`src/design/jccp_pkg.sv`:
```
// Shared constants, types and state codes of the joystick center calibration block.
`timescale 1ns / 1ps
package jccp_pkg;

   // Default sample width and calibration depth.
   localparam int SAMPLE_BITS_DEF     = 12;
   localparam int MAX_CAL_SAMPLES_DEF = 64;

   // Calibration depth register.
   localparam int            CFG_W     = 7;
   localparam logic [CFG_W-1:0] CFG_RESET = 7'd20;

   // Percent result width.
   localparam int PCT_W = 8;

   // Extra numerator bits: x100 needs 7, the ceiling bias needs 1.
   localparam int NUM_EXTRA = 8;

   // Sequencer states.
   typedef enum logic [2:0] {
      ST_IDLE,
      ST_MUL,
      ST_DIFF,
      ST_START,
      ST_DIV,
      ST_DONE
   } state_type;

endpackage

```
`src/design/jccp_if.sv`:
```
// Channel interfaces: sample request, percent response and calibration depth write.
`timescale 1ns / 1ps
interface jccp_req_if #(
   parameter int SAMPLE_BITS = 12
);
   logic                   valid;
   logic                   ready;
   logic [SAMPLE_BITS-1:0] vert_sample;
   logic [SAMPLE_BITS-1:0] horz_sample;

   modport source (output valid, output vert_sample, output horz_sample, input ready);
   modport sink   (input valid, input vert_sample, input horz_sample, output ready);
endinterface

interface jccp_rsp_if;
   import jccp_pkg::*;
   logic                     valid;
   logic                     ready;
   logic signed [PCT_W-1:0]  vert_percent;
   logic signed [PCT_W-1:0]  horz_percent;

   modport source (output valid, output vert_percent, output horz_percent, input ready);
   modport sink   (input valid, input vert_percent, input horz_percent, output ready);
endinterface

interface jccp_csr_if;
   import jccp_pkg::*;
   logic             valid;
   logic             ready;
   logic [CFG_W-1:0] calibration_samples;

   modport source (output valid, output calibration_samples, input ready);
   modport sink   (input valid, input calibration_samples, output ready);
endinterface

```
`src/design/jccp_div.sv`:
```
// Restoring divider, one quotient bit per cycle.
`timescale 1ns / 1ps
module jccp_div #(
   parameter int NUM_W = 27,
   parameter int DEN_W = 19
) (
   input  logic             clock,
   input  logic             reset,
   input  logic             start,
   input  logic [NUM_W-1:0] num,
   input  logic [DEN_W-1:0] den,
   output logic             done,
   output logic [NUM_W-1:0] quo
);
   localparam int CNT_W = $clog2(NUM_W + 1);

   logic             busy_ff;
   logic             done_ff;
   logic [CNT_W-1:0] cnt_ff;
   logic [DEN_W-1:0] rem_ff;
   logic [NUM_W-1:0] quo_ff;

   logic [DEN_W:0]   trial;
   logic             ge;
   logic [DEN_W-1:0] rem_in;
   logic [NUM_W-1:0] quo_in;

   // Trial subtract of the shifted remainder
   always_comb begin
      trial  = {rem_ff, quo_ff[NUM_W-1]};
      ge     = (trial >= {1'b0, den});
      rem_in = ge ? DEN_W'(trial - {1'b0, den}) : trial[DEN_W-1:0];
      quo_in = {quo_ff[NUM_W-2:0], ge};
   end

   // Iteration control and datapath
   always_ff @(posedge clock) begin
      if (reset) begin
         busy_ff <= 1'b0;
         done_ff <= 1'b0;
         cnt_ff  <= '0;
      end else begin
         done_ff <= 1'b0;
         if (start) begin
            busy_ff <= 1'b1;
            cnt_ff  <= CNT_W'(NUM_W);
            rem_ff  <= '0;
            quo_ff  <= num;
         end else if (busy_ff) begin
            rem_ff <= rem_in;
            quo_ff <= quo_in;
            cnt_ff <= cnt_ff - 1'b1;
            if (cnt_ff == CNT_W'(1)) begin
               busy_ff <= 1'b0;
               done_ff <= 1'b1;
            end
         end
      end
   end

   assign done = done_ff;
   assign quo  = quo_ff;

endmodule

```
`src/design/joystick_center_calibrate_percent_unit.sv`:
```
// Top level: joystick center calibration and signed percent deflection.
// Calibration items are summed in the accept cycle; the block is ready again next cycle.
// A measurement item runs MUL, DIFF, START and DIV for the vertical axis, then again for the
// horizontal axis, then DONE; each divide uses the one restoring divider shared by both axes,
// one quotient bit per cycle over NUM_W = SAMPLE_BITS + clog2(MAX_CAL_SAMPLES+1) + 8 bits.
// One item at a time, ready again with response valid; a stalled response holds the next.
// Synchronous reset clears sums, count, depth register (20) and handshake state.
`timescale 1ns / 1ps
module joystick_center_calibrate_percent_unit #(
   parameter int SAMPLE_BITS     = jccp_pkg::SAMPLE_BITS_DEF,
   parameter int MAX_CAL_SAMPLES = jccp_pkg::MAX_CAL_SAMPLES_DEF
) (
   input logic           clock,
   input logic           reset,
   jccp_req_if.sink      req_chan,
   jccp_rsp_if.source    rsp_chan,
   jccp_csr_if.sink      csr_chan
);
   import jccp_pkg::*;

   localparam int CNT_W = $clog2(MAX_CAL_SAMPLES + 1);
   localparam int SUM_W = SAMPLE_BITS + CNT_W;
   localparam int NUM_W = SUM_W + NUM_EXTRA;
   localparam int CMP_W = (CNT_W > CFG_W) ? CNT_W : CFG_W;

   state_type state_ff, state_in;

   logic [CFG_W-1:0]       cal_n_ff;
   logic [SUM_W-1:0]       vsum_ff, hsum_ff;
   logic [CNT_W-1:0]       taken_ff;
   logic [SAMPLE_BITS-1:0] v_ff, h_ff;
   logic                   axis_ff;
   logic [SUM_W-1:0]       prod_ff;
   logic                   pos_ff, zero_ff;
   logic [SUM_W-1:0]       diff_ff, den_ff;
   logic [PCT_W-1:0]       vres_ff, hres_ff;
   logic                   rsp_valid_ff;
   logic [PCT_W-1:0]       rsp_vert_ff, rsp_horz_ff;

   logic                   req_xfer, rsp_load;
   logic [CMP_W-1:0]       eff_n, cfg_ext;
   logic                   cal_mode;
   logic [SAMPLE_BITS-1:0] sel_sample;
   logic [SUM_W-1:0]       sel_sum, cfull;
   logic [NUM_W-1:0]       mag100, num_start;
   logic                   div_done;
   logic [NUM_W-1:0]       div_quo;
   logic [PCT_W-1:0]       q8, res;

   // Effective calibration depth, clamped to 1..MAX_CAL_SAMPLES
   always_comb begin
      cfg_ext = CMP_W'(cal_n_ff);
      if (cfg_ext == '0)
         eff_n = CMP_W'(1);
      else if (cfg_ext > CMP_W'(MAX_CAL_SAMPLES))
         eff_n = CMP_W'(MAX_CAL_SAMPLES);
      else
         eff_n = cfg_ext;
      cal_mode = (CMP_W'(taken_ff) < eff_n);
   end

   assign req_xfer   = req_chan.valid && req_chan.ready;
   assign sel_sample = axis_ff ? h_ff : v_ff;
   assign sel_sum    = axis_ff ? hsum_ff : vsum_ff;
   assign cfull      = (SUM_W'(taken_ff) << SAMPLE_BITS) - SUM_W'(taken_ff);

   // Numerator: |d|*100, plus R-1 for the ceiling on the negative side
   always_comb begin
      mag100    = (NUM_W'(diff_ff) << 6) + (NUM_W'(diff_ff) << 5) + (NUM_W'(diff_ff) << 2);
      num_start = pos_ff ? mag100 : mag100 + NUM_W'(den_ff) - NUM_W'(1);
   end

   // Quotient to signed percent
   always_comb begin
      q8 = div_quo[PCT_W-1:0];
      if (zero_ff)
         res = '0;
      else if (pos_ff)
         res = q8;
      else
         res = PCT_W'(0) - q8;
   end

   jccp_div #(
      .NUM_W (NUM_W),
      .DEN_W (SUM_W)
   ) u_div (
      .clock (clock),
      .reset (reset),
      .start (state_ff == ST_START),
      .num   (num_start),
      .den   (den_ff),
      .done  (div_done),
      .quo   (div_quo)
   );

   // Sequencer state register
   always_ff @(posedge clock) begin
      if (reset)
         state_ff <= ST_IDLE;
      else
         state_ff <= state_in;
   end

   // Next state and handshake outputs
   always_comb begin
      state_in = state_ff;
      rsp_load = 1'b0;
      unique case (state_ff)
         ST_IDLE: begin
            if (req_xfer && !cal_mode)
               state_in = ST_MUL;
         end
         ST_MUL:   state_in = ST_DIFF;
         ST_DIFF:  state_in = ST_START;
         ST_START: state_in = ST_DIV;
         ST_DIV: begin
            if (div_done)
               state_in = axis_ff ? ST_DONE : ST_MUL;
         end
         ST_DONE: begin
            if (!rsp_valid_ff) begin
               rsp_load = 1'b1;
               state_in = ST_IDLE;
            end
         end
         default: state_in = ST_IDLE;
      endcase
   end

   assign req_chan.ready = (state_ff == ST_IDLE);
   assign csr_chan.ready = 1'b1;

   // Calibration depth register
   always_ff @(posedge clock) begin
      if (reset)
         cal_n_ff <= CFG_RESET;
      else if (csr_chan.valid && csr_chan.ready)
         cal_n_ff <= csr_chan.calibration_samples;
   end

   // Calibration sums and count
   always_ff @(posedge clock) begin
      if (reset) begin
         vsum_ff  <= '0;
         hsum_ff  <= '0;
         taken_ff <= '0;
      end else if (state_ff == ST_IDLE && req_xfer && cal_mode) begin
         vsum_ff  <= vsum_ff + SUM_W'(req_chan.vert_sample);
         hsum_ff  <= hsum_ff + SUM_W'(req_chan.horz_sample);
         taken_ff <= taken_ff + 1'b1;
      end
   end

   // Per-axis datapath
   always_ff @(posedge clock) begin
      if (reset) begin
         axis_ff <= 1'b0;
      end else begin
         case (state_ff)
            ST_IDLE: begin
               v_ff    <= req_chan.vert_sample;
               h_ff    <= req_chan.horz_sample;
               axis_ff <= 1'b0;
            end
            ST_MUL: begin
               prod_ff <= SUM_W'(taken_ff) * SUM_W'(sel_sample);
            end
            ST_DIFF: begin
               pos_ff  <= (prod_ff > sel_sum);
               zero_ff <= (prod_ff <= sel_sum) && (sel_sum == '0);
               diff_ff <= (prod_ff > sel_sum) ? prod_ff - sel_sum : sel_sum - prod_ff;
               den_ff  <= (prod_ff > sel_sum) ? cfull - sel_sum : sel_sum;
            end
            ST_DIV: begin
               if (div_done && !axis_ff) begin
                  vres_ff <= res;
                  axis_ff <= 1'b1;
               end else if (div_done) begin
                  hres_ff <= res;
               end
            end
            default: begin
            end
         endcase
      end
   end

   // Response output register
   always_ff @(posedge clock) begin
      if (reset)
         rsp_valid_ff <= 1'b0;
      else if (rsp_load)
         rsp_valid_ff <= 1'b1;
      else if (rsp_chan.ready)
         rsp_valid_ff <= 1'b0;
   end

   always_ff @(posedge clock) begin
      if (rsp_load) begin
         rsp_vert_ff <= vres_ff;
         rsp_horz_ff <= hres_ff;
      end
   end

   assign rsp_chan.valid        = rsp_valid_ff;
   assign rsp_chan.vert_percent = rsp_vert_ff;
   assign rsp_chan.horz_percent = rsp_horz_ff;

endmodule

```
`src/flat_wrapper.sv`:
```
// flat-port wrapper written by rule: the top's interface ports become plain ports
module joystick_center_calibrate_percent_unit_flat import jccp_pkg::*;
#(
   parameter int SAMPLE_BITS     = jccp_pkg::SAMPLE_BITS_DEF,
   parameter int MAX_CAL_SAMPLES = jccp_pkg::MAX_CAL_SAMPLES_DEF
)
  (clock, reset, req_chan_valid, req_chan_vert_sample, req_chan_horz_sample, req_chan_ready, rsp_chan_valid, rsp_chan_vert_percent, rsp_chan_horz_percent, rsp_chan_ready, csr_chan_valid, csr_chan_calibration_samples, csr_chan_ready);
  jccp_req_if #(.SAMPLE_BITS(SAMPLE_BITS)) req_chan_i ();
  jccp_rsp_if rsp_chan_i ();
  jccp_csr_if csr_chan_i ();
  input logic clock;
  input logic reset;
  input wire logic [$bits(req_chan_i.valid)-1:0] req_chan_valid;
  input wire logic [$bits(req_chan_i.vert_sample)-1:0] req_chan_vert_sample;
  input wire logic [$bits(req_chan_i.horz_sample)-1:0] req_chan_horz_sample;
  output wire logic [$bits(req_chan_i.ready)-1:0] req_chan_ready;
  output wire logic [$bits(rsp_chan_i.valid)-1:0] rsp_chan_valid;
  output wire logic [$bits(rsp_chan_i.vert_percent)-1:0] rsp_chan_vert_percent;
  output wire logic [$bits(rsp_chan_i.horz_percent)-1:0] rsp_chan_horz_percent;
  input wire logic [$bits(rsp_chan_i.ready)-1:0] rsp_chan_ready;
  input wire logic [$bits(csr_chan_i.valid)-1:0] csr_chan_valid;
  input wire logic [$bits(csr_chan_i.calibration_samples)-1:0] csr_chan_calibration_samples;
  output wire logic [$bits(csr_chan_i.ready)-1:0] csr_chan_ready;
  assign req_chan_i.valid = req_chan_valid;
  assign req_chan_i.vert_sample = req_chan_vert_sample;
  assign req_chan_i.horz_sample = req_chan_horz_sample;
  assign req_chan_ready = req_chan_i.ready;
  assign rsp_chan_valid = rsp_chan_i.valid;
  assign rsp_chan_vert_percent = rsp_chan_i.vert_percent;
  assign rsp_chan_horz_percent = rsp_chan_i.horz_percent;
  assign rsp_chan_i.ready = rsp_chan_ready;
  assign csr_chan_i.valid = csr_chan_valid;
  assign csr_chan_i.calibration_samples = csr_chan_calibration_samples;
  assign csr_chan_ready = csr_chan_i.ready;
  joystick_center_calibrate_percent_unit #(.SAMPLE_BITS(SAMPLE_BITS), .MAX_CAL_SAMPLES(MAX_CAL_SAMPLES)) u_core (.clock(clock), .reset(reset), .req_chan(req_chan_i), .rsp_chan(rsp_chan_i), .csr_chan(csr_chan_i));
endmodule
```
`config.mk`:
```
export PLATFORM = sky130hd
export DESIGN_NAME = joystick_center_calibrate_percent_unit_flat
export DESIGN_NICKNAME = d
export VERILOG_FILES = /design/src/design/jccp_pkg.sv /design/src/design/jccp_if.sv /design/src/design/jccp_div.sv /design/src/design/joystick_center_calibrate_percent_unit.sv /design/src/flat_wrapper.sv
export SDC_FILE = /design/constraint.sdc
export NUM_CORES = 1
export LEC_CHECK = 0
export BUFFER_PORTS_ARGS = -buffer_cell sky130_fd_sc_hd__buf_4
export CORE_ASPECT_RATIO = 1.5
export CORE_UTILIZATION = 60
export CTS_CLUSTER_DIAMETER = 100
export DETAILED_ROUTE_END_ITERATION = 7
export PLACE_DENSITY_LB_ADDON = 0.05
export SLEW_MARGIN = 20
export SYNTH_ARGS = -nofsm -noshare
export SYNTH_HDL_FRONTEND = slang
export SYNTH_SLANG_ARGS = --single-unit
```
`constraint.sdc`:
```
create_clock -name clock -period 17 [get_ports clock]
set_input_delay 0.85 -clock clock [delete_from_list [all_inputs] [get_ports clock]]
set_output_delay 0.85 -clock clock [all_outputs]
set_load 0.05 [all_outputs]
```
==> results.json <==
{
  "status": "completed",
  "area_delta_synth_final_pct": 8.44,
  "finalPower_mw": 2.38,
  "startpoint_type": "register",
  "drt-initial-drc-count": 579,
  "p_leak_nw": 9.56,
  "cts_hold_buffers": 0,
  "postRouteAntennaNets": 0,
  "yosys.area.top_type_share_pct": 24.8,
  "synth_top_cell_by_area": "edfxtp_1",
  "final_util_pct": 66.2,
  "path_class": "register to register",
  "synthArstFlopShare_pct": 0,
  "cts.sinks": 225,
  "dpl.hpwl_um": 36900,
  "fp.dieW_um": 149,
  "hold_ws_ns": 0.416,
  "antenna_found_initial": 0,
  "post_cts_buffers": 0,
  "design.core.area_um2": 31900,
  "synth_most_common_cell": "inv_1",
  "ctsHtreeMaxLevel": 1,
  "start_util_pct": 61.1,
  "port_buffers": 53,
  "cts_tree": "built",
  "std_cell_rows": 80,
  "synthTopCellsByArea": "edfxtp_1, ha_1, dfxtp_1",
  "route.detailed.drc": 0,
  "die_y_um": 223,
  "final-setup-viol-count": 0,
  "clkLatencyLatePin_ns": 0.56,
  "synth_area_um2": 19500,
  "syn_nets": 2487,
  "ys_ff_latch": 225,
  "yosysUniqueCellTypes": 80,
  "critPathArrivalTime_ns": 6.86,
  "ir_drop_mv": 0.0909,
  "ys_seq_area_share_pct": 31.4,
  "hold_viol_final": 0,
  "grt_max_degree": 76,
  "slew_viol_final": 0,
  "synth-edff-count": 161,
  "fillers": 2648,
  "first_pass_iters": 5,
  "max-clock-path-buffers": 3,
  "cts_resized": 0,
  "synthCells": 2156,
  "hp-class": "register to register",
  "yosysWarnings": 0,
  "drt-total-wl_um": 46100,
  "grt_pass1_vias": 15400,
  "r2r_setup_slack_ns": 10.43,
  "wl_per_cell_um": 17.6,
  "layout-drive-gt1-share_pct": 7.51,
  "via_count": 15200,
  "die_area_um2": 33200,
  "rsz0062_at_grt": "no",
  "antennaDiodeCount": 0,
  "cp_max_fo": 5,
  "max_stage_delay_ns": 0.47,
  "gp_congestion": 0.944,
  "root_buffer": "clkbuf_16",
  "fin_setup_tns_ns": 0,
  "io_pins": 55,
  "grt-ovfl-total": 0,
  "cp.required_ns": 17.29,
  "synthFlopType": "edfxtp_1",
  "max-slew-margin-rel_pct": 25.6,
  "avgSynthCellArea_um2": 9.04,
  "cts_made_buffers": 25,
  "clk_pin_slew_worst_paths_ns": 0.07,
  "drv_cap": 0,
  "min_period_ns": 6.57,
  "end_kind": "register",
  "synth_commonest_cells": "inv_1, ha_1, nand2_1",
  "tightest_slew_ns": 1.12,
  "skew_ns": 0.0178,
  "nets": 2521,
  "fin_crit_sh_pct": 38.7,
  "grt_pass1_wl_um": 74300,
  "grt_usage_pct": 28.3,
  "cpMaxStageDelayCell": "edfxtp_1",
  "max_freq_mhz": 152,
  "viasPerCell": 5.80,
  "pwr_density_cell_nw_per_um2": 113
}
==> final cells by class <==
class	count	area [um2]	share of cell area [%]
clock buffers	30	644	3.05
multi-input cells	1603	12200	57.5
well taps	410	513	2.43
clock inverters	16	178	0.840
repair buffers	74	556	2.63
flip-flops and latches	225	6120	28.9
inverters	261	980	4.63
==> placed cells by master, fill, tap and decap left out, drive strengths merged, types with 37 or more instances in the layout <==
cell / netlist / final
a21o: 57 / 57
a21oi: 164 / 164
buf: 12 / 74
dfxtp: 64 / 64
edfxtp: 161 / 161
fa: 58 / 58
ha: 237 / 237
inv: 260 / 264
mux2i: 52 / 52
nand2: 190 / 190
nor2: 169 / 169
nor3: 37 / 37
o21ai: 113 / 113
xnor2: 93 / 93
xor2: 47 / 47
==> layer usage <==
metal / part of all wire [%] / global-route usage [%]
met4: 6.5 / 17.3
met1: 38 / 29.1
met5: 0 / 0
met3: 2.6 / 2.32
met2: 53 / 54.1
==> cell families (layout without fill, tap and decap cells) <==
family / count (synthesis) / count (layout) / share of synthesized area, %
AOI/OAI and AO/OA: 510 / 510 / 16.8
other: 1 / 1 / 0.0192
adders and majority gates: 295 / 295 / 21.2
and+or+nand+nor: 579 / 579 / 13.8
buffers and inverters: 328 / 381 / 6.42
DFF: 225 / 225 / 31.4
muxes: 78 / 78 / 4.17
xor gates and xnor gates: 140 / 140 / 6.33
==> power by group <==
group | switching, mW | internal [mW] | leakage (nW)
combinational | 0.667 | 0.491 | 7.18
sequential | 0.0317 | 0.647 | 2.00
clock | 0.235 | 0.307 | 0.386
==> sequential cells by signal, summed over array words and instances, names as in the netlist <==
signal and flops:
u_core.axis_ff 1, u_core.cal_n_ff 7, u_core.den_ff 19, u_core.diff_ff 19, u_core.h_ff 12, u_core.hres_ff 8, u_core.hsum_ff 19, u_core.pos_ff 1
u_core.prod_ff 19, u_core.rsp_chan.horz_percent 8, u_core.rsp_chan.valid 1, u_core.rsp_chan.vert_percent 8, u_core.state_ff 3, u_core.taken_ff 7, u_core.u_div.busy_ff 1, u_core.u_div.cnt_ff 5
u_core.u_div.done 1, u_core.u_div.quo 27, u_core.u_div.rem_ff 19, u_core.v_ff 12, u_core.vres_ff 8, u_core.vsum_ff 19, u_core.zero_ff 1
==> worst paths after layout <==
check,startpoint,to,cells after the start
worst min register to register,u_core.hres_ff[4],u_core.rsp_chan.horz_percent[4],0
worst max register to register,u_core.diff_ff[1],u_core.u_div.quo[26],28
worst max-delay path,u_core.diff_ff[1],u_core.u_div.quo[26],28
worst min-delay path,u_core.hres_ff[4],u_core.rsp_chan.horz_percent[4],0
==> per-stage QoR <==
step,cell area [um2],std cells,setup WS [ns]
2_1_floorplan,19500,2156,10.77
3_3_place_gp,20300,2573,10.53
3_5_place_dp,20300,2573,10.42
4_1_cts,21100,2619,10.41
5_1_grt,21100,2619,9.88
6_report,21100,2619,10.43
==> worst max-delay path, delay by kind of cell (launching register included) <==
family          cells  cell delay (ns)
compound gates     14             3.00
xor+xnor            3             0.43
fa+ha+maj           5             1.44
buf+inv             2             0.14
flops               1             0.47
mux                 1             0.27
simple gates        3             0.57
Note: power is estimated with default switching activity, not from simulation.
